File: src/rtl/core/smro_pkg.sv
// ----------------------------------------------------------------------------
// Sliding mode rotor observer package
// Shared widths, the arctangent step table and saturation helpers.
// ----------------------------------------------------------------------------
package smro_pkg;

	localparam int DivW = 40;  // dividend and quotient width of the shared divider
	localparam int DsrW = 24;  // divisor width
	localparam int CorW = 27;  // CORDIC vector width
	localparam int MaxSteps = 24;

	typedef logic signed [23:0] s24_t;
	typedef logic signed [15:0] s16_t;

	// Arctangent of 2^-i in angle units, 65536 units per turn.
	function automatic logic [13:0] atan_units(input logic [4:0] i);
		logic [13:0] r;
		case (i)
			5'd0: r = 14'd8192;
			5'd1: r = 14'd4836;
			5'd2: r = 14'd2555;
			5'd3: r = 14'd1297;
			5'd4: r = 14'd651;
			5'd5: r = 14'd326;
			5'd6: r = 14'd163;
			5'd7: r = 14'd81;
			5'd8: r = 14'd41;
			5'd9: r = 14'd20;
			5'd10: r = 14'd10;
			5'd11: r = 14'd5;
			5'd12: r = 14'd3;
			5'd13: r = 14'd1;
			5'd14: r = 14'd1;
			default: r = 14'd0;
		endcase
		return r;
	endfunction

	function automatic s24_t sat24(input logic signed [51:0] v);
		s24_t r;
		if (v > 52'sd8388607) r = 24'sh7FFFFF;
		else if (v < -52'sd8388608) r = 24'sh800000;
		else r = v[23:0];
		return r;
	endfunction

	function automatic s16_t sat16(input logic signed [17:0] v);
		s16_t r;
		if (v > 18'sd32767) r = 16'sh7FFF;
		else if (v < -18'sd32768) r = 16'sh8000;
		else r = v[15:0];
		return r;
	endfunction

endpackage

File: src/rtl/core/sliding_mode_rotor_observer.sv
// ----------------------------------------------------------------------------
// Sliding mode rotor observer
// Sensorless back-EMF angle and speed estimator for a PMSM, Q8.8 fixed point.
// ----------------------------------------------------------------------------
// One input beat is handled at a time and s_tready is low until its result
// is in the output register. A clear beat clears the observer state and goes
// straight to the output load. An update beat works through each axis in
// turn, running the 40-step shared divider for the gain when the current
// error lies inside the boundary layer, then the angle, one rotation per
// cycle, or held when both filtered EMFs are zero, then the speed filter,
// the pole-pair division and the output load, which waits for the output
// register to free up.
// A single 17 x 34 bit multiplier serves every product.
module sliding_mode_rotor_observer #(
	parameter int CORDIC_STEPS = 16
) (
	input  logic        clk,
	input  logic        arst_n,
	input  logic        s_tvalid,
	output logic        s_tready,
	input  logic [63:0] s_tdata,  // volt_alpha, volt_beta, amp_alpha, amp_beta
	input  logic [0:0]  s_tuser,  // op
	output logic        m_tvalid,
	input  logic        m_tready,
	output logic [87:0] m_tdata,  // angle, elec_speed, mech_speed, emf_alpha_out,
	                              // emf_beta_out, zero fill
	input  logic        cfg_valid,
	output logic        cfg_ready,
	input  logic [3:0]  cfg_index,
	input  logic [15:0] cfg_data
);
	import smro_pkg::*;

	localparam logic [4:0] ST_IDLE = 5'd0;
	localparam logic [4:0] ST_MR   = 5'd1;
	localparam logic [4:0] ST_S    = 5'd2;
	localparam logic [4:0] ST_MK   = 5'd3;
	localparam logic [4:0] ST_I    = 5'd4;
	localparam logic [4:0] ST_E    = 5'd5;
	localparam logic [4:0] ST_G    = 5'd6;
	localparam logic [4:0] ST_DV   = 5'd7;
	localparam logic [4:0] ST_DW   = 5'd8;
	localparam logic [4:0] ST_F    = 5'd9;
	localparam logic [4:0] ST_FM   = 5'd10;
	localparam logic [4:0] ST_FA   = 5'd11;
	localparam logic [4:0] ST_ANG  = 5'd12;
	localparam logic [4:0] ST_CW   = 5'd13;
	localparam logic [4:0] ST_SP   = 5'd14;
	localparam logic [4:0] ST_SM   = 5'd15;
	localparam logic [4:0] ST_SA   = 5'd16;
	localparam logic [4:0] ST_MD   = 5'd17;
	localparam logic [4:0] ST_MW   = 5'd18;
	localparam logic [4:0] ST_OUT  = 5'd19;

	localparam logic [3:0] REG_RES  = 4'd0;
	localparam logic [3:0] REG_KL   = 4'd1;
	localparam logic [3:0] REG_GAIN = 4'd2;
	localparam logic [3:0] REG_BW   = 4'd3;
	localparam logic [3:0] REG_EFC  = 4'd4;
	localparam logic [3:0] REG_LIM  = 4'd5;
	localparam logic [3:0] REG_SFC  = 4'd6;
	localparam logic [3:0] REG_PP   = 4'd7;

	logic [4:0]  state_q;
	logic        ch_q;
	logic [15:0] res_q, kl_q, gain_q, bw_q, efc_q, lim_q, sfc_q;
	logic [4:0]  pp_q;
	logic [63:0] in_q;

	s24_t ihat_q [2];
	s16_t esw_q [2];
	s24_t filt_q [2];
	logic [15:0] held_q;
	logic signed [16:0] last_q, raw_q, mech_q;
	s24_t speed_q;

	logic signed [33:0] s_q;
	logic signed [24:0] err_q;
	logic signed [26:0] t_q;
	logic               neg_q;
	logic signed [50:0] prod_q;

	logic [15:0]        mul_a;
	logic signed [33:0] mul_b;
	logic signed [50:0] mul_p;

	logic               div_start;
	logic [DivW-1:0]    div_dividend, div_quo;
	logic [DsrW-1:0]    div_divisor;
	logic               div_done;
	logic               cor_start, cor_done;
	logic signed [16:0] cor_angle;

	logic signed [15:0] volt, amp;
	logic signed [24:0] bnd;
	logic signed [24:0] err_abs;
	logic signed [17:0] dif, lim18, dcl;
	logic signed [16:0] elec;
	logic [16:0]        elec_abs;
	logic signed [17:0] qs;
	logic               out_free;

	assign volt = ch_q ? $signed(in_q[31:16]) : $signed(in_q[15:0]);
	assign amp  = ch_q ? $signed(in_q[63:48]) : $signed(in_q[47:32]);
	assign bnd  = $signed({1'b0, bw_q, 8'h00});
	assign err_abs = (err_q < 0) ? -err_q : err_q;
	assign lim18 = $signed({2'b00, lim_q});
	assign dif   = 18'(raw_q) - 18'(last_q);
	assign dcl   = (dif > lim18) ? lim18 : ((dif < -lim18) ? -lim18 : dif);
	assign elec  = speed_q[23:7];
	assign elec_abs = (elec < 0) ? 17'(-18'(elec)) : elec;
	assign qs    = neg_q ? -18'($signed({1'b0, div_quo[16:0]}))
	                     : 18'($signed({1'b0, div_quo[16:0]}));
	assign out_free = !m_tvalid || m_tready;

	assign s_tready  = (state_q == ST_IDLE);
	assign cfg_ready = 1'b1;

	// Operand select for the shared multiplier.
	always_comb begin
		mul_a = '0;
		mul_b = '0;
		unique case (state_q)
			ST_MR: begin
				mul_a = res_q;
				mul_b = 34'(ihat_q[ch_q]);
			end
			ST_MK: begin
				mul_a = kl_q;
				mul_b = s_q;
			end
			ST_G: begin
				mul_a = gain_q;
				mul_b = 34'(err_abs);
			end
			ST_FM: begin
				mul_a = efc_q;
				mul_b = 34'(t_q);
			end
			ST_SM: begin
				mul_a = sfc_q;
				mul_b = 34'(t_q);
			end
			default: begin
			end
		endcase
	end

	assign mul_p = 51'($signed({1'b0, mul_a})) * 51'(mul_b);

	assign div_start    = (state_q == ST_DV) || (state_q == ST_MD);
	assign div_dividend = (state_q == ST_MD) ? DivW'(elec_abs) : prod_q[DivW-1:0];
	assign div_divisor  = (state_q == ST_MD) ? ((pp_q == 5'd0) ? DsrW'(1) : DsrW'(pp_q))
	                                         : {bw_q, 8'h00};
	assign cor_start    = (state_q == ST_ANG) && !((filt_q[0] == 0) && (filt_q[1] == 0));

	smro_div u_div (
		.clk      (clk),
		.arst_n   (arst_n),
		.start    (div_start),
		.dividend (div_dividend),
		.divisor  (div_divisor),
		.done     (div_done),
		.quotient (div_quo)
	);

	smro_cordic #(
		.STEPS (CORDIC_STEPS)
	) u_cordic (
		.clk    (clk),
		.arst_n (arst_n),
		.start  (cor_start),
		.x_in   (filt_q[0]),
		.y_in   (filt_q[1]),
		.done   (cor_done),
		.angle  (cor_angle)
	);

	always_ff @(posedge clk) begin
		prod_q <= mul_p;
		if (s_tvalid && s_tready) begin
			in_q <= s_tdata;
		end
	end

	always_ff @(posedge clk or negedge arst_n) begin
		if (!arst_n) begin
			state_q  <= ST_IDLE;
			ch_q     <= 1'b0;
			res_q    <= 16'd256;
			kl_q     <= 16'd205;
			gain_q   <= 16'd1280;
			bw_q     <= 16'd26;
			efc_q    <= 16'd1029;
			lim_q    <= 16'd4096;
			sfc_q    <= 16'd328;
			pp_q     <= 5'd1;
			ihat_q   <= '{default: '0};
			esw_q    <= '{default: '0};
			filt_q   <= '{default: '0};
			held_q   <= '0;
			last_q   <= '0;
			raw_q    <= '0;
			speed_q  <= '0;
			mech_q   <= '0;
			s_q      <= '0;
			err_q    <= '0;
			t_q      <= '0;
			neg_q    <= 1'b0;
			m_tvalid <= 1'b0;
			m_tdata  <= '0;
		end else begin
			if (cfg_valid) begin
				unique case (cfg_index)
					REG_RES:  res_q  <= cfg_data;
					REG_KL:   kl_q   <= cfg_data;
					REG_GAIN: gain_q <= cfg_data;
					REG_BW:   bw_q   <= cfg_data;
					REG_EFC:  efc_q  <= cfg_data;
					REG_LIM:  lim_q  <= cfg_data;
					REG_SFC:  sfc_q  <= cfg_data;
					REG_PP:   pp_q   <= cfg_data[4:0];
					default: begin
					end
				endcase
			end
			if ((state_q == ST_OUT) && out_free) begin
				m_tvalid <= 1'b1;
			end else if (m_tready) begin
				m_tvalid <= 1'b0;
			end

			unique case (state_q)
				ST_IDLE: begin
					if (s_tvalid) begin
						ch_q <= 1'b0;
						if (s_tuser[0]) begin
							ihat_q  <= '{default: '0};
							esw_q   <= '{default: '0};
							filt_q  <= '{default: '0};
							held_q  <= '0;
							last_q  <= '0;
							speed_q <= '0;
							mech_q  <= '0;
							state_q <= ST_OUT;
						end else begin
							state_q <= ST_MR;
						end
					end
				end
				ST_MR: state_q <= ST_S;
				ST_S: begin
					s_q <= $signed({{10{volt[15]}}, volt, 8'h00})
					     - 34'(prod_q >>> 8)
					     - $signed({{10{esw_q[ch_q][15]}}, esw_q[ch_q], 8'h00});
					state_q <= ST_MK;
				end
				ST_MK: state_q <= ST_I;
				ST_I: begin
					ihat_q[ch_q] <= sat24(52'(prod_q >>> 12) + 52'(ihat_q[ch_q]));
					state_q <= ST_E;
				end
				ST_E: begin
					err_q <= $signed({amp[15], amp, 8'h00}) - 25'(ihat_q[ch_q]);
					state_q <= ST_G;
				end
				ST_G: begin
					// Outside the boundary layer the switching EMF is the full gain.
					if (err_q > bnd) begin
						esw_q[ch_q] <= sat16($signed({2'b00, gain_q}));
						state_q <= ST_F;
					end else if (err_q < -bnd) begin
						esw_q[ch_q] <= sat16(-$signed({2'b00, gain_q}));
						state_q <= ST_F;
					end else if (bw_q == 16'd0) begin
						esw_q[ch_q] <= '0;
						state_q <= ST_F;
					end else begin
						neg_q   <= (err_q < 0);
						state_q <= ST_DV;
					end
				end
				ST_DV: state_q <= ST_DW;
				ST_DW: begin
					if (div_done) begin
						esw_q[ch_q] <= sat16(qs);
						state_q <= ST_F;
					end
				end
				ST_F: begin
					t_q <= 27'($signed({esw_q[ch_q], 8'h00})) - 27'(filt_q[ch_q]);
					state_q <= ST_FM;
				end
				ST_FM: state_q <= ST_FA;
				ST_FA: begin
					filt_q[ch_q] <= sat24(52'(prod_q >>> 16) + 52'(filt_q[ch_q]));
					if (ch_q) begin
						state_q <= ST_ANG;
					end else begin
						ch_q    <= 1'b1;
						state_q <= ST_MR;
					end
				end
				ST_ANG: begin
					// With no EMF at all the angle is held.
					if ((filt_q[0] == 0) && (filt_q[1] == 0)) begin
						raw_q   <= $signed({1'b0, held_q});
						state_q <= ST_SP;
					end else begin
						state_q <= ST_CW;
					end
				end
				ST_CW: begin
					if (cor_done) begin
						raw_q   <= cor_angle;
						state_q <= ST_SP;
					end
				end
				ST_SP: begin
					t_q <= 27'($signed({dcl, 7'h00})) - 27'(speed_q);
					state_q <= ST_SM;
				end
				ST_SM: state_q <= ST_SA;
				ST_SA: begin
					speed_q <= sat24(52'(prod_q >>> 16) + 52'(speed_q));
					last_q  <= raw_q;
					held_q  <= raw_q[15:0];
					state_q <= ST_MD;
				end
				ST_MD: begin
					neg_q   <= (elec < 0);
					state_q <= ST_MW;
				end
				ST_MW: begin
					if (div_done) begin
						mech_q  <= qs[16:0];
						state_q <= ST_OUT;
					end
				end
				ST_OUT: begin
					if (out_free) begin
						m_tdata  <= {6'b0, filt_q[1][23:8], filt_q[0][23:8],
						             mech_q, elec, held_q};
						state_q  <= ST_IDLE;
					end
				end
				default: state_q <= ST_IDLE;
			endcase
		end
	end

`ifndef SYNTHESIS
	a_update_start: assert property (@(posedge clk) disable iff (!arst_n)
		s_tvalid && s_tready && !s_tuser[0] |=> state_q == ST_MR)
		else $error("update beat did not start the current model");

	a_clear_out: assert property (@(posedge clk) disable iff (!arst_n)
		s_tvalid && s_tready && s_tuser[0] |=> state_q == ST_OUT && speed_q == 0)
		else $error("clear beat did not clear the observer");

	a_cordic_done: assert property (@(posedge clk) disable iff (!arst_n)
		cor_done |-> state_q == ST_CW)
		else $error("CORDIC finished outside its wait state");

	a_div_done: assert property (@(posedge clk) disable iff (!arst_n)
		div_done |-> state_q == ST_DW || state_q == ST_MW)
		else $error("divider finished outside a wait state");
`endif

endmodule

File: src/rtl/core/smro_div.sv
// ----------------------------------------------------------------------------
// Shared unsigned divider
// Restoring division, one quotient bit per cycle.
// ----------------------------------------------------------------------------
module smro_div (
	input  logic                     clk,
	input  logic                     arst_n,
	input  logic                     start,
	input  logic [smro_pkg::DivW-1:0] dividend,
	input  logic [smro_pkg::DsrW-1:0] divisor,
	output logic                     done,
	output logic [smro_pkg::DivW-1:0] quotient
);
	import smro_pkg::*;

	logic [DsrW:0]   rem_q;
	logic [DivW-1:0] quo_q;
	logic [DsrW-1:0] dsr_q;
	logic [5:0]      cnt_q;
	logic            busy_q, done_q;
	logic [DsrW:0]   trial;
	logic            take;

	assign trial = {rem_q[DsrW-1:0], quo_q[DivW-1]};
	assign take  = (trial >= {1'b0, dsr_q});

	always_ff @(posedge clk or negedge arst_n) begin
		if (!arst_n) begin
			busy_q <= 1'b0;
			done_q <= 1'b0;
			cnt_q  <= '0;
		end else begin
			done_q <= 1'b0;
			if (start) begin
				busy_q <= 1'b1;
				cnt_q  <= '0;
			end else if (busy_q) begin
				cnt_q <= cnt_q + 6'd1;
				if (cnt_q == 6'(DivW - 1)) begin
					busy_q <= 1'b0;
					done_q <= 1'b1;
				end
			end
		end
	end

	always_ff @(posedge clk) begin
		if (start) begin
			rem_q <= '0;
			quo_q <= dividend;
			dsr_q <= divisor;
		end else if (busy_q) begin
			rem_q <= take ? (trial - {1'b0, dsr_q}) : trial;
			quo_q <= {quo_q[DivW-2:0], take};
		end
	end

	assign done     = done_q;
	assign quotient = quo_q;

endmodule

File: src/rtl/core/smro_cordic.sv
// ----------------------------------------------------------------------------
// Vectoring CORDIC
// Iterative atan2 of the filtered EMF vector, one rotation per cycle.
// ----------------------------------------------------------------------------
module smro_cordic #(
	parameter int STEPS = 16
) (
	input  logic                clk,
	input  logic                arst_n,
	input  logic                start,
	input  smro_pkg::s24_t      x_in,
	input  smro_pkg::s24_t      y_in,
	output logic                done,
	output logic signed [16:0]  angle
);
	import smro_pkg::*;

	logic signed [CorW-1:0] x_q, y_q, dx, dy;
	logic signed [17:0]     z_q, at;
	logic [4:0]             i_q;
	logic                   busy_q, done_q;

	assign dx = y_q >>> i_q;
	assign dy = x_q >>> i_q;
	assign at = $signed({4'b0000, atan_units(i_q)});

	always_ff @(posedge clk or negedge arst_n) begin
		if (!arst_n) begin
			busy_q <= 1'b0;
			done_q <= 1'b0;
			i_q    <= '0;
		end else begin
			done_q <= 1'b0;
			if (start) begin
				busy_q <= 1'b1;
				i_q    <= '0;
			end else if (busy_q) begin
				i_q <= i_q + 5'd1;
				if (i_q == 5'(STEPS - 1)) begin
					busy_q <= 1'b0;
					done_q <= 1'b1;
				end
			end
		end
	end

	always_ff @(posedge clk) begin
		if (start) begin
			// A vector in the left half plane is turned by half a turn first.
			if (x_in < 0) begin
				x_q <= -CorW'(x_in);
				y_q <= -CorW'(y_in);
				z_q <= (y_in >= 0) ? 18'sd32768 : -18'sd32768;
			end else begin
				x_q <= CorW'(x_in);
				y_q <= CorW'(y_in);
				z_q <= '0;
			end
		end else if (busy_q) begin
			if (y_q >= 0) begin
				x_q <= x_q + dx;
				y_q <= y_q - dy;
				z_q <= z_q + at;
			end else begin
				x_q <= x_q - dx;
				y_q <= y_q + dy;
				z_q <= z_q - at;
			end
		end
	end

	always_comb begin
		if (z_q > 18'sd32768) angle = 17'sd32768 - 17'sd1 + 17'sd1;
		else if (z_q < -18'sd32768) angle = -17'sd32768;
		else angle = z_q[16:0];
	end

	assign done = done_q;

endmodule
File: config.mk
export PLATFORM = sky130hd
export DESIGN_NAME = sliding_mode_rotor_observer
export DESIGN_NICKNAME = d
export VERILOG_FILES = /design/src/rtl/core/smro_pkg.sv /design/src/rtl/core/sliding_mode_rotor_observer.sv /design/src/rtl/core/smro_div.sv /design/src/rtl/core/smro_cordic.sv
export SDC_FILE = /design/constraint.sdc
export NUM_CORES = 2
export LEC_CHECK = 0
export BUFFER_PORTS_ARGS = -buffer_cell sky130_fd_sc_hd__buf_2
export CORE_UTILIZATION = 45
export DETAILED_ROUTE_END_ITERATION = 6
export GPL_TIMING_DRIVEN = 0
export PLACE_DENSITY_LB_ADDON = 0.12
export SYNTH_ARGS = -nofsm -noshare
export SYNTH_HDL_FRONTEND = slang
export SYNTH_SLANG_ARGS = --single-unit
File: constraint.sdc
create_clock -name clk -period 9.6 [get_ports clk]
set_clock_uncertainty 0.15 [all_clocks]
set_input_delay 0.96 -clock clk [delete_from_list [all_inputs] [get_ports clk]]
set_output_delay 0.96 -clock clk [all_outputs]
set_load 0.02 [all_outputs]
==> impl_metrics.csv <==
group,metric,value,unit
place,gp_congestion,0.993,
timing,finalWorstSetupSlack,-0.0601,ns
clock_tree,clock_latency,0.78,ns
route,wirelength,297000,microns
setup_path,cp_top_family,"adder cells",
run,max-cap-violations,0,
setup_path,path_max_fanout,4,
setup_path,crit_end,"prod_q[49]",
setup_path,cp_common_cell,"fa_1",
setup_path,crit_required,10.09,ns
final_layout,drive_gt1_share,11.6,%
floorplanning,die_w,415,microns
global_routing,antenna_found_initial,11,
clock_tree,root_buffer,"clkbuf_16",
outcome,violations,"setup timing",
setup_path,crit_path_start_kind,"flip-flop",
min_path,min_path_type,"input pin to flip-flop",
outcome,status,"complete, but fails checks",
timing,setup_viol,2,
setup_path,timing.rr.start,"err_q[2]",
route,routedWlPerCell,26.2,microns
synth,yosys_register_bits,782,
synth,synth_edf_count,197,
synth,syn_area_per_cell,8.83,sq um
clock_tree,cts_buffers,98,
clock_tree,cts.sinks,782,
place,dpl_cell_area,80700,sq um
floorplanning,dieArea,172000,sq um
route,drc,0,
setup_path,max_stage_delay,0.59,ns
clock_tree,clk_path_buf_depth,3,
clock_tree,tritoncts,"built",
place,portBuffers,172,
timing,worst_pin_slew,1.45,ns
final_layout,design_area,85700,sq um
global_routing,gr-usage-all-layers,34.1,%
synth,ys_seq_area_share,26.4,%
global_routing,grt_max_degree,119,
setup_path,r2r_setup_slack,-0.06,ns
setup_path,critical_path_class,"flip-flop to flip-flop",
synth,synthesis.area,76600,sq um
synth,synth-main-ff-cell,"dfrtp_1",
clock_tree,cts_max_level,3,
setup_path,reg2reg_depth,32,
global_routing,grt_pass1_vias,66500,
clock_tree,clk_pin_slew_worst_paths,0.06,ns
final_layout,final_cells,11300,
timing,period_share,101,%
final_layout,fillerInstances,16100,
place,dp.cells,11100,
global_routing,grt_pass1_wl,437000,microns
place,hpwlAfterDp,238000,microns
route,drtIter0Drc,6214,
synth,ys_async_sr_fraction,65.2,%
route,viasPerCell,5.95,
timing,slew_viol_final,0,
timing,final_hold_viol_count,0,
setup_path,crit_path_top_delay_cell,"fa_2",
timing,slew_headroom,3.07,%
route,ant_nets,0,
setup_path,cp.depth,32,
route,vias,67400,
floorplanning,die_h,415,microns
setup_path,cp-end-kind,"flip-flop",
global_routing,grt.overflow.total,0,
floorplanning,ioPinCount,181,
route,dr.pass1.iters,7,
floorplanning,start_util,45.3,%
final_layout,syn_to_final_growth,11.8,%
setup_path,path_buf_inv,4,
synth,syn_inst,8677,
timing,fmax,104,MHz
setup_path,critPathArrivalTime,10.15,ns
setup_path,setup.worst_path.start,"err_q[2]",
final_layout,fin_nets,10200,
synth,synth_warnings,0,
timing,min_period,9.66,ns
synth,synth.distinct_cells,108,
timing,rsz0062_at_grt,"true",
floorplanning,rows,151,
setup_path,rr_endpoint,"prod_q[49]",
floorplanning,core_area,169000,sq um
## worst reg2reg max path, delay by kind of cell (launching register included)
family                     cells  cell delay [ns]
adders and majority gates      7             3.37
AOI/OAI and AO/OA              9             2.76
and+or+nand+nor               10             2.27
DFF                            1             0.45
buffers and inverters          4             0.33
xor gates and xnor gates       2             0.24
## layout by cell type, fill, tap and decap left out, drive strengths merged, types with 63 or more instances in the layout
master,n
nand2,1077
edfxtp,197
clkbuf,424
nor2,648
mux2,223
a21oi,517
o21ai,597
fa,550
o31ai,63
o21a,71
a22oi,101
mux2i,105
nand2b,79
a211oi,68
nor2b,72
xnor2,305
xor2,187
dfxtp,75
inv,962
a21o,163
nor3,130
ha,509
nand3,137
mux4,65
dfrtp,491
a31oi,67
buf,362
and2,93
## logic make-up (layout without fill, tap and decap cells)
kind of cell / Yosys count / in the layout / synth area share, %
simple gates: 2544 / 2544 / 15.0
buf+inv: 1366 / 1791 / 6.88
flops: 782 / 782 / 26.4
mux: 393 / 393 / 6.59
fa+ha+maj: 1059 / 1059 / 22.7
xor+xnor: 493 / 493 / 5.65
other cells: 2 / 10 / 0.00980
compound gates: 2038 / 2038 / 16.8
## Yosys cell counts (63+ instances only)
master	instances	area (sq um)
nor3_1	128	641
and2_1	92	576
nor2_1	646	2420
dfxtp_1	75	1500
o21ai_0	550	2750
o31ai_1	63	473
inv_1	958	3600
fa_1	550	11000
a22oi_1	101	758
a211oi_1	65	488
a21oi_1	512	2560
nand2_1	1076	4040
nor2b_1	72	450
a31oi_1	67	419
mux2_2	223	2510
dfrtp_1	491	12300
mux4_2	63	1420
mux2i_1	103	1030
clkbuf_1	303	1140
edfxtp_1	197	5920
nand2b_1	79	494
xor2_1	187	1640
o21a_1	71	533
nand3_1	137	686
ha_1	509	6370
xnor2_1	305	2670
a21o_1	163	1220
## cell type report
class	count	area (sq um)	share of cell area [%]
multi-input cells	6534	52000	60.7
flip-flops and latches	782	20200	23.6
inverters	960	3610	4.21
clock buffers	141	2860	3.34
well taps	2218	2780	3.24
plain buffers	393	1890	2.21
repair buffers	253	1660	1.94
clock inverters	44	661	0.771
diodes	3	7.51	0.00876
## stage by stage
| step | hold slack [ns] | worst slack (ns) | util, % | setup TNS, ns |
|---|---|---|---|---|
| 2_1_floorplan | 0.292 | 0.431 | - | 0 |
| 3_3_place_gp | 0.306 | -3.81 | 47.4 | -1871.73 |
| 3_5_place_dp | 0.315 | -2.16 | 47.7 | -59.14 |
| 4_1_cts | 0.161 | 0.000691 | 50.4 | 0 |
| 5_1_grt | 0.181 | -0.200 | 50.6 | -0.645 |
| 6_report | 0.210 | -0.0601 | 50.6 | -0.0848 |
## flip-flops by register name, indices dropped and copies added (netlist names), 24 cells and up
signal,count
u_div.quotient,40
speed_q,24
ihat_q,48
esw_q,32
t_q,26
filt_q,48
u_cordic.y_q,27
u_div.rem_q,24
u_cordic.x_q,27
in_q,64
m_tdata,82
err_q,25
prod_q,51
s_q,34
## layer usage
layer / share of wire (%) / vias to the layer above / track usage [%] / wire length [microns]
met1: 41 / 33600 / 43.9 / 121000
met4: 6.8 / 2 / 20.1 / 20100
met2: 46 / 2631 / 54.4 / 135000
met5: 0.0044 / - / 0 / 13
li1: - / 30500 / - / -
met3: 6.9 / 650 / 5.43 / 20400
## how the worst min path moves through the flow
stage                            from          to  slack, ns  cells past startpoint
after detailed placement   ihat_q[18]  ihat_q[18]       0.31                      2
after global placement     ihat_q[11]  ihat_q[11]       0.31                      2
after floorplan               s_q[10]     s_q[10]       0.29                      2
after CTS                 s_tdata[26]    in_q[26]       0.16                      1
final                     s_tdata[26]    in_q[26]       0.21                      1
after global routing      s_tdata[26]    in_q[26]       0.18                      1
## repair_timing
action	CTS	global route
setup endpoints to repair	84	18
gates cloned	0	0
hold endpoints to repair	24	0
buffers inserted	52	9
gates resized for setup	247	90
pin swaps	45	25
hold buffers	1	0
Power is left out: the tool's default activity adds up to more than one toggle a clock period on the data nets, which glitch-free logic cannot reach.
